==> src/rtl/ths_pkg.sv <==
// ths_pkg: shared types and constants of the task health supervisor
// request codes, health states, event and result payloads, configuration
// no dependencies
`default_nettype none

package ths_pkg;

  // configuration port
  localparam int CFG_IDX_W  = 2;
  localparam int CFG_DATA_W = 32;

  typedef enum logic [CFG_IDX_W-1:0] {
    CFG_FAILURE_THRESHOLD = 2'd0,
    CFG_MAX_RETRIES       = 2'd1,
    CFG_RETRY_INTERVAL_MS = 2'd2
  } cfg_idx_t;

  // saturation limit of both counters
  localparam logic [7:0] COUNT_MAX = 8'hFF;

  // reset values of the registers
  localparam logic [7:0]  RST_FAILURE_THRESHOLD = 8'd3;
  localparam logic [7:0]  RST_MAX_RETRIES       = 8'd3;
  localparam logic [31:0] RST_RETRY_INTERVAL_MS = 32'd1000;

  // request codes; the unused code acts as a query
  typedef enum logic [2:0] {
    REQ_INIT         = 3'd0,
    REQ_READ_OK      = 3'd1,
    REQ_READ_FAIL    = 3'd2,
    REQ_DEGRADE      = 3'd3,
    REQ_ATTEMPT      = 3'd4,
    REQ_RECOVER_FAIL = 3'd5,
    REQ_QUERY        = 3'd6
  } req_type_t;

  typedef enum logic [1:0] {
    HS_UNINIT   = 2'd0,
    HS_NORMAL   = 2'd1,
    HS_DEGRADED = 2'd2,
    HS_FAILED   = 2'd3
  } health_t;

  typedef struct packed {
    logic [2:0]  req_type;
    logic [31:0] now_ms;
  } evt_t;

  typedef struct packed {
    logic [1:0] health_state;
    logic [7:0] fail_count;
    logic [7:0] fail_snapshot;
    logic [7:0] attempt_count;
    logic       should_degrade;
    logic       should_recover;
    logic       recovered_read;
    logic       available;
    logic       is_failed;
    logic       retries_exhausted;
  } res_t;

  typedef struct packed {
    logic [7:0]  failure_threshold;
    logic [7:0]  max_retries;
    logic [31:0] retry_interval_ms;
  } cfg_t;

  typedef struct packed {
    health_t     health;
    logic [7:0]  fails;
    logic        success;
    logic [7:0]  snapshot;
    logic [7:0]  attempts;
    logic [31:0] last_time;
  } sup_state_t;

endpackage

`default_nettype wire

==> src/rtl/ths_update.sv <==
// ths_update: one event applied to the supervisor state, plus the result
// computed from the updated state; purely combinational
// depends on ths_pkg
`default_nettype none

module ths_update import ths_pkg::*; (
  input  sup_state_t cur,
  input  cfg_t       cfg,
  input  evt_t       evt,
  output sup_state_t state_next,
  output res_t       res_next
);

  logic [31:0] elapsed;
  logic        thr_met;
  logic        interval_ok;

  always_comb begin
    state_next = cur;
    unique case (evt.req_type)
      REQ_INIT: begin
        state_next.health    = HS_NORMAL;
        state_next.snapshot  = '0;
        state_next.attempts  = '0;
        state_next.last_time = '0;
        state_next.fails     = '0;
        state_next.success   = 1'b1;
      end
      REQ_READ_OK: begin
        state_next.fails   = '0;
        state_next.success = 1'b1;
      end
      REQ_READ_FAIL: begin
        if (cur.fails != COUNT_MAX) begin
          state_next.fails = cur.fails + 8'd1;
        end
        state_next.success = 1'b0;
      end
      REQ_DEGRADE: begin
        if (cur.health != HS_FAILED) begin
          state_next.health   = HS_DEGRADED;
          state_next.snapshot = cur.fails;
        end
      end
      REQ_ATTEMPT: begin
        if (cur.health != HS_FAILED) begin
          state_next.health    = HS_DEGRADED;
          state_next.snapshot  = cur.fails;
          state_next.last_time = evt.now_ms;
          if (cur.attempts != COUNT_MAX) begin
            state_next.attempts = cur.attempts + 8'd1;
          end
        end
      end
      REQ_RECOVER_FAIL: begin
        if (cur.health != HS_FAILED) begin
          state_next.snapshot  = cur.fails;
          state_next.last_time = evt.now_ms;
          // out of retries: mark the task failed
          state_next.health = (cur.attempts >= cfg.max_retries) ? HS_FAILED : HS_DEGRADED;
        end
      end
      default: begin
        // query and the unused code leave the state alone
      end
    endcase
  end

  // wrapping interval since the last attempt or failed recovery
  assign elapsed     = evt.now_ms - state_next.last_time;
  assign thr_met     = state_next.fails >= cfg.failure_threshold;
  assign interval_ok = (state_next.attempts == '0) || (elapsed >= cfg.retry_interval_ms);

  always_comb begin
    res_next.health_state      = state_next.health;
    res_next.fail_count        = state_next.fails;
    res_next.fail_snapshot     = state_next.snapshot;
    res_next.attempt_count     = state_next.attempts;
    res_next.should_degrade    = (state_next.health == HS_NORMAL) && thr_met;
    res_next.should_recover    = (state_next.health == HS_DEGRADED) && thr_met &&
                                 !state_next.success && interval_ok;
    res_next.recovered_read    = (state_next.health == HS_DEGRADED) && state_next.success;
    res_next.available         = (state_next.health == HS_NORMAL) ||
                                 (state_next.health == HS_DEGRADED);
    res_next.is_failed         = state_next.health == HS_FAILED;
    res_next.retries_exhausted = state_next.attempts >= cfg.max_retries;
  end

endmodule

`default_nettype wire

==> src/rtl/task_health_supervisor.sv <==
// task_health_supervisor: top level of the fault supervisor for one task
// holds the event register, supervisor state, configuration and result register
// depends on ths_pkg and ths_update
`default_nettype none

// The supervisor takes one health event request per clock cycle while
// evt_stall is low and returns exactly one result per request, in order. A
// request in the event register is applied by the update logic to the
// health state and counters when the result register can advance, and the
// result is loaded with the state. The update is a handful of compares and
// saturating 8-bit increments plus one 32-bit wrapping subtract and compare
// for the retry interval, all between the event register and the result
// register, which sets the rate of one request per cycle when the output is
// not stalled. The event register refills while a finished result waits to
// be taken; evt_stall rises only when both the event register and the result
// register are full and res_stall is high. Configuration registers (failure
// threshold, max retries, retry interval) are written through
// cfg_we/cfg_index/cfg_data; the user must do so only while no request is in
// flight, which the block does not enforce. An index beyond the register
// list is ignored. After reset the task is uninitialized, all counts are zero,
// and the registers hold threshold 3, max retries 3, retry interval 1000 ms.

module task_health_supervisor import ths_pkg::*; (
  input  logic                  clk,
  input  logic                  rst,
  // event requests
  input  logic                  evt_valid,
  output logic                  evt_stall,
  input  evt_t                  evt,
  // results
  output logic                  res_valid,
  input  logic                  res_stall,
  output res_t                  res,
  // configuration writes
  input  logic                  cfg_we,
  input  logic [CFG_IDX_W-1:0]  cfg_index,
  input  logic [CFG_DATA_W-1:0] cfg_data
);

  // event register
  logic       evt_q_valid;
  evt_t       evt_q;

  // supervisor state and registers
  sup_state_t state;
  sup_state_t state_next;
  cfg_t       cfg;
  res_t       res_next;

  // result register free or being taken this cycle
  logic       advance;

  assign advance   = !res_valid || !res_stall;
  // hold the request only when the event register cannot move on
  assign evt_stall = evt_q_valid && !advance;

  ths_update u_update (
    .cur        (state),
    .cfg        (cfg),
    .evt        (evt_q),
    .state_next (state_next),
    .res_next   (res_next)
  );

  // control, state and configuration
  always_ff @(posedge clk) begin
    if (rst) begin
      evt_q_valid           <= 1'b0;
      res_valid             <= 1'b0;
      state.health          <= HS_UNINIT;
      state.fails           <= '0;
      state.success         <= 1'b0;
      state.snapshot        <= '0;
      state.attempts        <= '0;
      state.last_time       <= '0;
      cfg.failure_threshold <= RST_FAILURE_THRESHOLD;
      cfg.max_retries       <= RST_MAX_RETRIES;
      cfg.retry_interval_ms <= RST_RETRY_INTERVAL_MS;
    end else begin
      if (!evt_stall) begin
        evt_q_valid <= evt_valid;
      end
      if (advance) begin
        res_valid <= evt_q_valid;
        // state commits together with the result it produced
        if (evt_q_valid) begin
          state <= state_next;
        end
      end
      if (cfg_we) begin
        unique case (cfg_index)
          CFG_FAILURE_THRESHOLD: cfg.failure_threshold <= cfg_data[7:0];
          CFG_MAX_RETRIES:       cfg.max_retries       <= cfg_data[7:0];
          CFG_RETRY_INTERVAL_MS: cfg.retry_interval_ms <= cfg_data[31:0];
          default: begin
            // no register at this index
          end
        endcase
      end
    end
  end

  // payload registers, no reset
  always_ff @(posedge clk) begin
    if (evt_valid && !evt_stall) begin
      evt_q <= evt;
    end
    if (advance && evt_q_valid) begin
      res <= res_next;
    end
  end

endmodule

`default_nettype wire

==> config.mk <==
export PLATFORM = sky130hd
export DESIGN_NAME = task_health_supervisor
export DESIGN_NICKNAME = d
export VERILOG_FILES = /design/src/rtl/ths_pkg.sv /design/src/rtl/ths_update.sv /design/src/rtl/task_health_supervisor.sv
export SDC_FILE = /design/constraint.sdc
export NUM_CORES = 1
export LEC_CHECK = 0
export BUFFER_PORTS_ARGS = -buffer_cell sky130_fd_sc_hd__buf_2
export CORE_MARGIN = 2
export CORE_UTILIZATION = 55
export DETAILED_ROUTE_END_ITERATION = 7
export PLACE_DENSITY_LB_ADDON = 0.08
export REMOVE_ABC_BUFFERS = 1
export SYNTH_ARGS = -nofsm -noshare
export SYNTH_HDL_FRONTEND = slang
export SYNTH_SLANG_ARGS = --single-unit
export TNS_END_PERCENT = 50
==> constraint.sdc <==
create_clock -name clk -period 16.4 [get_ports clk]
set_clock_uncertainty 0.05 [all_clocks]
set_input_delay 1.64 -clock clk [delete_from_list [all_inputs] [get_ports clk]]
set_output_delay 1.64 -clock clk [all_outputs]
set_load 0.03 [all_outputs]
After elaboration in Yosys (flattened, before gate mapping)
Cells that the tools add are included.

storage, ports and cells
  register bits = 176
  output and inout port bits = 34
  logic and storage cells = 82
  bits of input ports = 74

operators by class
  add/subtract/negate cells = 3
  mux-type cells = 13
  eq/ne operators = 13
  reductions and logical operators = 26
  $lt $le $gt $ge = 4

operators with widths
  kind                   count
  $pmux W32 S3           1
  $mux W48               1
  $ge A32 B32 Y1         1
  $mux W32               1
  $sub A32 B32 Y32       1
  $ge A8 B8 Y1           3
  $mux W8                3
  $pmux W8 S3            1
  $pmux W9 S2            1
  $add A8 B1 Y8 const B  2
  $ne A8 B8 Y1 const B   2
  $pmux W8 S2            1
  $logic_and A1 B1 Y1    8
  $logic_not A8 Y1       1
  $reduce_and A2 Y1      4
  $eq A2 B2 Y1 const B   3
  $eq A3 B2 Y1 const B   2
  $eq A3 B3 Y1 const B   2
  $pmux W2 S3            1
  $reduce_or A2 Y1       3
  $logic_not A1 Y1       5
  $eq A2 B1 Y1 const B   2
  $mux W2                2
  $eq A3 B1 Y1 const B   1
  other kinds (5)        7

Longest topological paths before layout
Gate-level depths: netlist (run 1).

  depth after elaboration = 8
  mapped depth = 26
  depth with buffers taken out = 24

Hierarchy
A second synthesis (run 1) with hierarchy kept.

second synthesis, totals
  cells, all modules = 1253
  area, all modules = 11657.4 sq um

modules (own cells, without submodules)
  module                  cells an instance  instances  area each (sq um)
  task_health_supervisor  535                1          6850.3
  ths_update              718                1          4807.1

Worst setup path before layout (run 1)
Ideal clock, no wire load.

  kind = register to register
  from = register evt_q[33] in the netlist's numbering
  to = register res[4] in the netlist's numbering (data pin)
  path slack = 11.148 ns
  path buffers = 2
  required time = 16.094 ns
  period minus slack after synthesis = 5.252 ns
  stages on the path, launching flop included = 26
  arrival = 4.946 ns
  cells stage by stage = edfxtp_1 clkbuf_1 nor2_1 nor2_1 nor2_1 buf_2 mux2_2 nand2_1 ha_1 nand2_1 and3_1 a2111o_1 a211oi_2 o31ai_1 a21boi_1 a21oi_1 xnor2_1 ha_1 a21o_1 a21o_1 a21oi_1 nor2b_1 o21ai_0 a21oi_1 a2111o_1 o211a_1

RTL lines
  what                    line                           source
  from (decl)             task_health_supervisor.sv:42   evt_t evt_q;
  from (signal assigned)  task_health_supervisor.sv:106  evt_q <= evt;
  to (signal assigned)    task_health_supervisor.sv:109  res <= res_next;
  to (decl)               task_health_supervisor.sv:33   output res_t res,

==> summary.md, run 1 <==
| Metric | Value |
|---|---|
| LEAKAGE | 4.75 nW |
| VDD IR-drop max | 0.0773 mV |
| TritonCTS clock tree | done |
| Cells after DPL | 1,431 |
| Yosys warning count | 0 |
| Area growth from synthesis to layout | 12.7% |
| DP Wirelength | 16,600 um |
| Antenna cells | 0 |
| Via/cell ratio | 5.53 |
| DP Area | 10,800 sq um |
| Leading area contributor after synthesis | dfxtp_1 |
| EDFF count, synth | 67 |
| Hold Path Class | flop to flop |
| Layout cells sized above 1 | 0.151 |
| Largest net degree at the start of global routing | 75 |
| CP Class | flop to flop |
| Cts bufs inserted | 17 |
| RSZ-0062 raised after global routing | false |
| Fmax | 171 MHz |
| Period utilisation layout | 0.356 |
| Drt wl/cell | 15.8 um |
| Max-slew violation count | 0 |
| Clk slew on worst S/H paths | 0.07 ns |
| Hold_buf cts | 0 |
| Antenna violations before repair | 0 |
| Clock share of power | 0.356 |
| Routed Antenna Nets | 0 |
| Vias in the first global route | 7,604 |
| Post-Syn Area | 10,100 sq um |
| Rel. slew slack | 0.307 |
| CTS root buf | clkbuf_16 |
| Register bit total from synthesis | 176 |
| H-tree Lvls | 4 |
| Hold Path Depth | 2 |
| Sw frac | 0.296 |
| Boundary pin count | 108 |
| Reg2reg path depth | 24 |
| Crit path DAT | 5.97 ns |
| Sum Neg Setup Slack | 0 ns |
| RR Startpoint | evt_q[33]$_DFFE_PP_ |
| Pre-CTS setup slack | 10.57 ns |
| P_int | 790 uW |
| Gpl congestion | 0.893 |
| Post-route DRC | 0 |
| Final Hold Fails | 0 |
| Final core area utilization | 0.632 |
| Commonest non-fill, non-tap cell in the layout | nand2_1 |
| Synthesized area per cell | 8.88 sq um |
| GRT overflow | 0 |
| Post-synthesis cell count | 1,134 |
| Die Wd | 139 um |
| Critical Path RT | 16.54 ns |
| Fraction of the yosys area taken by sequential cells | 0.417 |
| Total Nets Final | 1,388 |
| Routed WL | 23,200 um |
| Post-CTS Resized | 0 |
| Hold_sp | cfg[17]$_SDFFE_PP0P_ |
| Crit path max fanout | 22 |
| Slew @ Worst Pin | 1.04 ns |
| Cell area after layout | 11,300 sq um |
| Status | finished, final reports clean |
| Core Box Area | 18,000 sq um |
| Post-route insts no fill | 1,463 |
| R2r setup slk | 10.57 ns |
| Setup crit start kind | flop |
| Synth unique cells | 67 |
| Final worst-path setup slack | 10.57 ns |
| Top post-synthesis cells by area | dfxtp_1 22%, edfxtp_1 20%, ha_1 11% |
| Final hold slack | 0.406 ns |
| Setup Buffers After CTS | 0 |
| DR vias | 8,088 |
| RR Endpoint | res[4]$_DFFE_PP_ |
| Max Cap Viol | 0 |
| Share of power burned in registers | 0.431 |
| Drt first pass iters | 5 |
| Die span in y | 139 um |
| Initial DRC Count | 569 |
| Ys async rst share | 0 |
| Row count | 49 |
| Synth Flop Type | dfxtp_1 |
| Comb pwr share | 0.213 |
| First-pass GRT wire length | 38,000 um |
| Final Power | 1.12 mW |
| Worst skew pair latency | 0.44 ns |
| Hold EP | cfg[17]$_SDFFE_PP0P_ |
| Crit end category | flop |
| Sink Count | 176 |
| Clk buf depth | 2 |
| Crit path time final | 5.83 ns |
| PwrDens | 98.9 nW/um^2 |
| Initial Util | 0.560 |
| # port buffers | 107 |
| Most frequent cells in the layout | 157 x nand2_1, 146 x nor2_1, 123 x a21oi_1 |
| Die Footprint | 19,400 sq um |
| # setup viols final | 0 |
| Synth top area share | 0.217 |
| Overall routing resource usage | 0.242 |
| Switch Pwr | 332 uW |
-- final cells by class --
cell class                 count  area, sq um
sequential                   176         4190
inverter                      70          263
fill                        1590         6620
tap                          229          287
timing repair buffer         115          598
clock buffer                  19          443
clock inverter                13          126
multi-input combinational    841         5440
-- metal layers --
layer,part of all wire,global-route usage,vias to the layer above,routed length [um]
li1,-,-,4149,-
met4,0.023,0.0813,0,542
met3,0.040,0.0478,33,935
met1,0.48,0.323,3727,11000
met2,0.46,0.395,179,10600
met5,0,0,-,0
-- worst max-delay path: stages, from the launching register on --
cell and delay [ns]:
edfxtp_1 0.57, nor2_1 0.45, nor2_1 0.18, nor2_2 0.11, buf_4 0.34, mux2_2 0.38
nand2_1 0.09, ha_1 0.28, nand2_1 0.09, and3_1 0.20, a2111o_1 0.40, a211oi_2 0.33
o31ai_1 0.12, a21boi_1 0.19, a21oi_1 0.10, xnor2_1 0.14, ha_1 0.30, a21o_1 0.18
a21o_1 0.17, a21oi_1 0.13, nor2b_1 0.05, o21ai_0 0.13, a21oi_1 0.08, a2111o_1 0.31
o211a_1 0.22
-- worst max path at each step --
stage | from | end | cells past startpoint
global placement | evt_q[33]$_DFFE_PP_ | res[4]$_DFFE_PP_ | 24
detailed placement | evt_q[33]$_DFFE_PP_ | res[4]$_DFFE_PP_ | 22
finish | evt_q[33]$_DFFE_PP_ | res[4]$_DFFE_PP_ | 24
CTS | evt_q[33]$_DFFE_PP_ | res[4]$_DFFE_PP_ | 22
floorplan | evt_q[33]$_DFFE_PP_ | res[4]$_DFFE_PP_ | 23
global route | evt_q[34]$_DFFE_PP_ | res[4]$_DFFE_PP_ | 22
-- state kept, by name (all words and copies together), names as in the netlist --
signal / count
state: 59
cfg: 48
evt_q: 35
res: 32
evt_q_valid: 1
res_valid: 1
-- power by group through the flow --
| stage | clock, mW | combinational [mW] | sequential, mW |
|---|---|---|---|
| global route | 0.423 | 0.271 | 0.486 |
| CTS | 0.406 | 0.239 | 0.484 |
| floorplan | 0 | 0.167 | 0.499 |
| global placement | 0 | 0.234 | 0.493 |
| finish | 0.399 | 0.239 | 0.484 |
| detailed placement | 0 | 0.237 | 0.494 |
-- cell usage after synthesis (all sizes together) (20+ instances only) --
| cell | instances |
|---|---|
| a211oi | 20 |
| a21o | 36 |
| a21oi | 124 |
| clkbuf | 33 |
| dfxtp | 109 |
| edfxtp | 67 |
| ha | 92 |
| inv | 70 |
| mux2 | 21 |
| nand2 | 158 |
| nor2 | 147 |
| o21ai | 27 |
| xnor2 | 22 |
-- cells by family after synthesis --
logic type,Yosys count,synth area share
compound gates,283,0.183
xor+xnor,35,0.0304
fa+ha+maj,93,0.116
buf+inv,117,0.0449
flops,176,0.417
mux,37,0.0394
simple gates,393,0.170
(Power assumes the default switching activity.)
==> run 2: changes to the inputs <==
Settings changed: CORE_UTILIZATION 55 to 54.
Clock period 16.4 ns to 4.67 ns, I/O delays scaled along.
==> run 2 against run 1 <==
Net effect: the run now ends with setup timing left; non-clock buffer count increased by 117; worst hold slack worse by 0.26 ns; largest power group unchanged; critical endpoint unchanged; fmax up 16%; critical path type unchanged; die area increased by 1.8%; critical path depth unchanged; count of clock-buffer cells in the layout increased by 1.
==> summary.md, run 2 (synthesis results as in run 1) <==
| Metric | Value |
|---|---|
| Drt first pass iters | 5 (unchanged) |
| Final worst-path setup slack | -0.364 ns (-10.93 ns) |
| Clk slew on worst S/H paths | 0.07 ns (about the same) |
| Multi-input combinational cell area | 5580 sq um (+2.7%) |
| Die Footprint | 19,800 sq um (+1.8%) |
| # setup viols final | 1 (+1) |
| RR Startpoint | evt_q[33]$_DFFE_PP_ |
| Hold Path Class | input port to flop |
| Critical Path RT | 4.81 ns (-11.73 ns) |
| RSZ-0062 raised after global routing | true |
| Cts bufs inserted | 17 (unchanged) |
| Fill count | 1,484 (-6.7%) |
| Reg2reg path depth | 24 (unchanged) |
| FF+latch area | 4190 sq um (unchanged) |
| Slew @ Worst Pin | 1.06 ns (+0.0253 ns) |
| Core Box Area | 18,100 sq um (+1.0%) |
| CTS root buf | clkbuf_16 |
| Layout cells sized above 1 | 0.244 (+0.0928) |
| DP Wirelength | 17,800 um (+7.3%) |
| Period utilisation layout | 1.08 (+0.722) |
| Row count | 49 (unchanged) |
| Clk buf depth | 2 (unchanged) |
| Die span in y | 141 um (+0.89%) |
| R2r setup slk | -0.36 ns (-10.93 ns) |
| Antenna violations before repair | 0 (unchanged) |
| Initial Util | 0.555 (-0.00568) |
| CP Class | flop to flop |
| Most frequent cells in the layout | 153 x nand2_1, 141 x nor2_1, 122 x buf_4 |
| Failing checks | setup timing |
| Boundary pin count | 108 (unchanged) |
| Initial DRC Count | 533 (-6.3%) |
| Crit path max fanout | 7 (-68%) |
| Crit end category | flop |
| Die Wd | 141 um (+0.89%) |
| LEAKAGE | 5.33 nW (+12%) |
| VDD IR-drop max | 0.305 mV (+300%) |
| DR vias | 8,626 (+6.7%) |
| Worst Setup SP | evt_q[33]$_DFFE_PP_ |
| Worst skew pair latency | 0.44 ns (about the same) |
| Rel. slew slack | 0.290 (-0.0169) |
| First-pass GRT wire length | 40,400 um (+6.5%) |
| Overall routing resource usage | 0.254 (+0.0124) |
| Post-route DRC | 0 (unchanged) |
| Final hold slack | 0.146 ns (-0.260 ns) |
| # port buffers | 107 (unchanged) |
| Max reg flops | 59 (unchanged) |
| PwrDens | 334 nW/um^2 (+240%) |
| TritonCTS clock tree | done |
| H-tree Lvls | 4 (unchanged) |
| Crit path DAT | 5.17 ns (-0.80 ns) |
| Routed WL | 24,600 um (+6.3%) |
| Gpl congestion | 0.895 (+0.20%) |
| Total Nets Final | 1,505 (+8.4%) |
| Max Cap Viol | 0 (unchanged) |
| Commonest non-fill, non-tap cell in the layout | nand2_1 |
| RR Endpoint | res[4]$_DFFE_PP_ |
| Setup crit end | res[4]$_DFFE_PP_ |
| Status | finished, violations left |
| GRT overflow | 0 (unchanged) |
| Largest net degree at the start of global routing | 74 (-1.3%) |
| Setup crit start kind | flop |
| Area growth from synthesis to layout | 23.3% |
| Sink Count | 176 (unchanged) |
| Final Hold Fails | 0 (unchanged) |
| Drt wl/cell | 15.6 um (-1.6%) |
| Crit path time final | 5.03 ns (-0.800 ns) |
| Fmax | 199 MHz (+16%) |
| Routed Antenna Nets | 0 (unchanged) |
| Max-slew violation count | 0 (unchanged) |
| Antenna cells | 0 (unchanged) |
| Via/cell ratio | 5.46 (-1.2%) |
| Final Power | 4.14 mW (+270%) |
| Leading registers by flop count | state x59, cfg x48, evt_q x35 |
| Final core area utilization | 0.684 (+0.0525) |
| Top reg by flops | state |
| Vias in the first global route | 8,131 (+6.9%) |
[run 2: cell count changes in the layout (fill, tap and decap cells not counted), moves of 3 or more]
cell,change
nor2_2,+3
clkinv_2,-4
ha_4,+3
a21oi_1,-3
buf_4,+113
nand2_2,+4
a21oi_2,+3
nand2_1,-4
nor2_1,-5
ha_1,-4
[run 2: worst max-delay path, cell delays in order (launching register included)]
cell and delay, ns:
edfxtp_1 0.44, and2b_4 0.28, nor2_2 0.04, nor2_2 0.09, buf_6 0.15, mux2_2 0.35, nand2_2 0.08, ha_2 0.17
nand2_1 0.06, and3_4 0.18, a2111o_1 0.47, a211oi_4 0.26, o31ai_2 0.09, a21boi_1 0.20, a21oi_1 0.10, xnor2_1 0.20
ha_1 0.28, a21o_1 0.18, a21o_1 0.18, a21oi_2 0.13, nor2b_1 0.05, o21ai_1 0.12, a21oi_1 0.08, a2111o_1 0.30
o211a_1 0.22
[run 2: final cells by class]
| class | instances | area share |
|---|---|---|
| Multi-Input combinational cell | 841 | 0.450 |
| Sequential cell | 176 | 0.338 |
| Timing Repair Buffer | 232 | 0.122 |
| Clock buffer | 20 | 0.0377 |
| Tap cell | 229 | 0.0231 |
| Inverter | 70 | 0.0212 |
| Clock inverter | 12 | 0.00887 |
[run 2: how the worst min path moves through the flow]
stage,cells past startpoint,end,start
detailed placement,2,state[45]$_SDFFE_PP0P_,state[45]$_SDFFE_PP0P_
CTS,1,evt_q[1]$_DFFE_PP_,evt[1]
floorplan,2,state[0]$_SDFFE_PP0P_,state[0]$_SDFFE_PP0P_
global route,1,evt_q[10]$_DFFE_PP_,evt[10]
global placement,2,state[41]$_SDFFE_PP0P_,state[41]$_SDFFE_PP0P_
finish,1,evt_q[1]$_DFFE_PP_,evt[1]
[run 2: what timing repair did]
action | 4_1_cts | 5_1_grt
gates cloned | 0 | 0
pin swaps | 10 | 12
setup endpoints to repair | 1 | 1
hold endpoints to repair | 0 | 0
hold buffers | 0 | 0
buffers inserted | 5 | 4
gates resized for setup | 19 | 15
[run 2: stage by stage]
stage / cells / TNS, ns / area (sq um) / setup slack [ns]
CTS: 1576 / -0.263 / 12300 / -0.263
finish: 1580 / -0.364 / 12400 / -0.364
global placement: 1539 / -0.271 / 11600 / -0.271
global route: 1580 / -0.621 / 12400 / -0.621
detailed placement: 1539 / -0.382 / 11600 / -0.382
floorplan: 1087 / -1.19 / 9880 / -1.19
[run 2: layer usage]
layer  vias to the layer above  track usage  share of wire
met2                       201        0.422           0.47
li1                       4397            -              -
met3                        37       0.0376          0.032
met5                         -            0              0
met1                      3991        0.347           0.48
met4                         0       0.0753          0.021
[run 2: where the power goes]
| group | switching [mW] | internal, mW |
|---|---|---|
| Clock | 0.661 | 0.752 |
| Sequential | 0.0355 | 1.66 |
| Combinational | 0.545 | 0.487 |
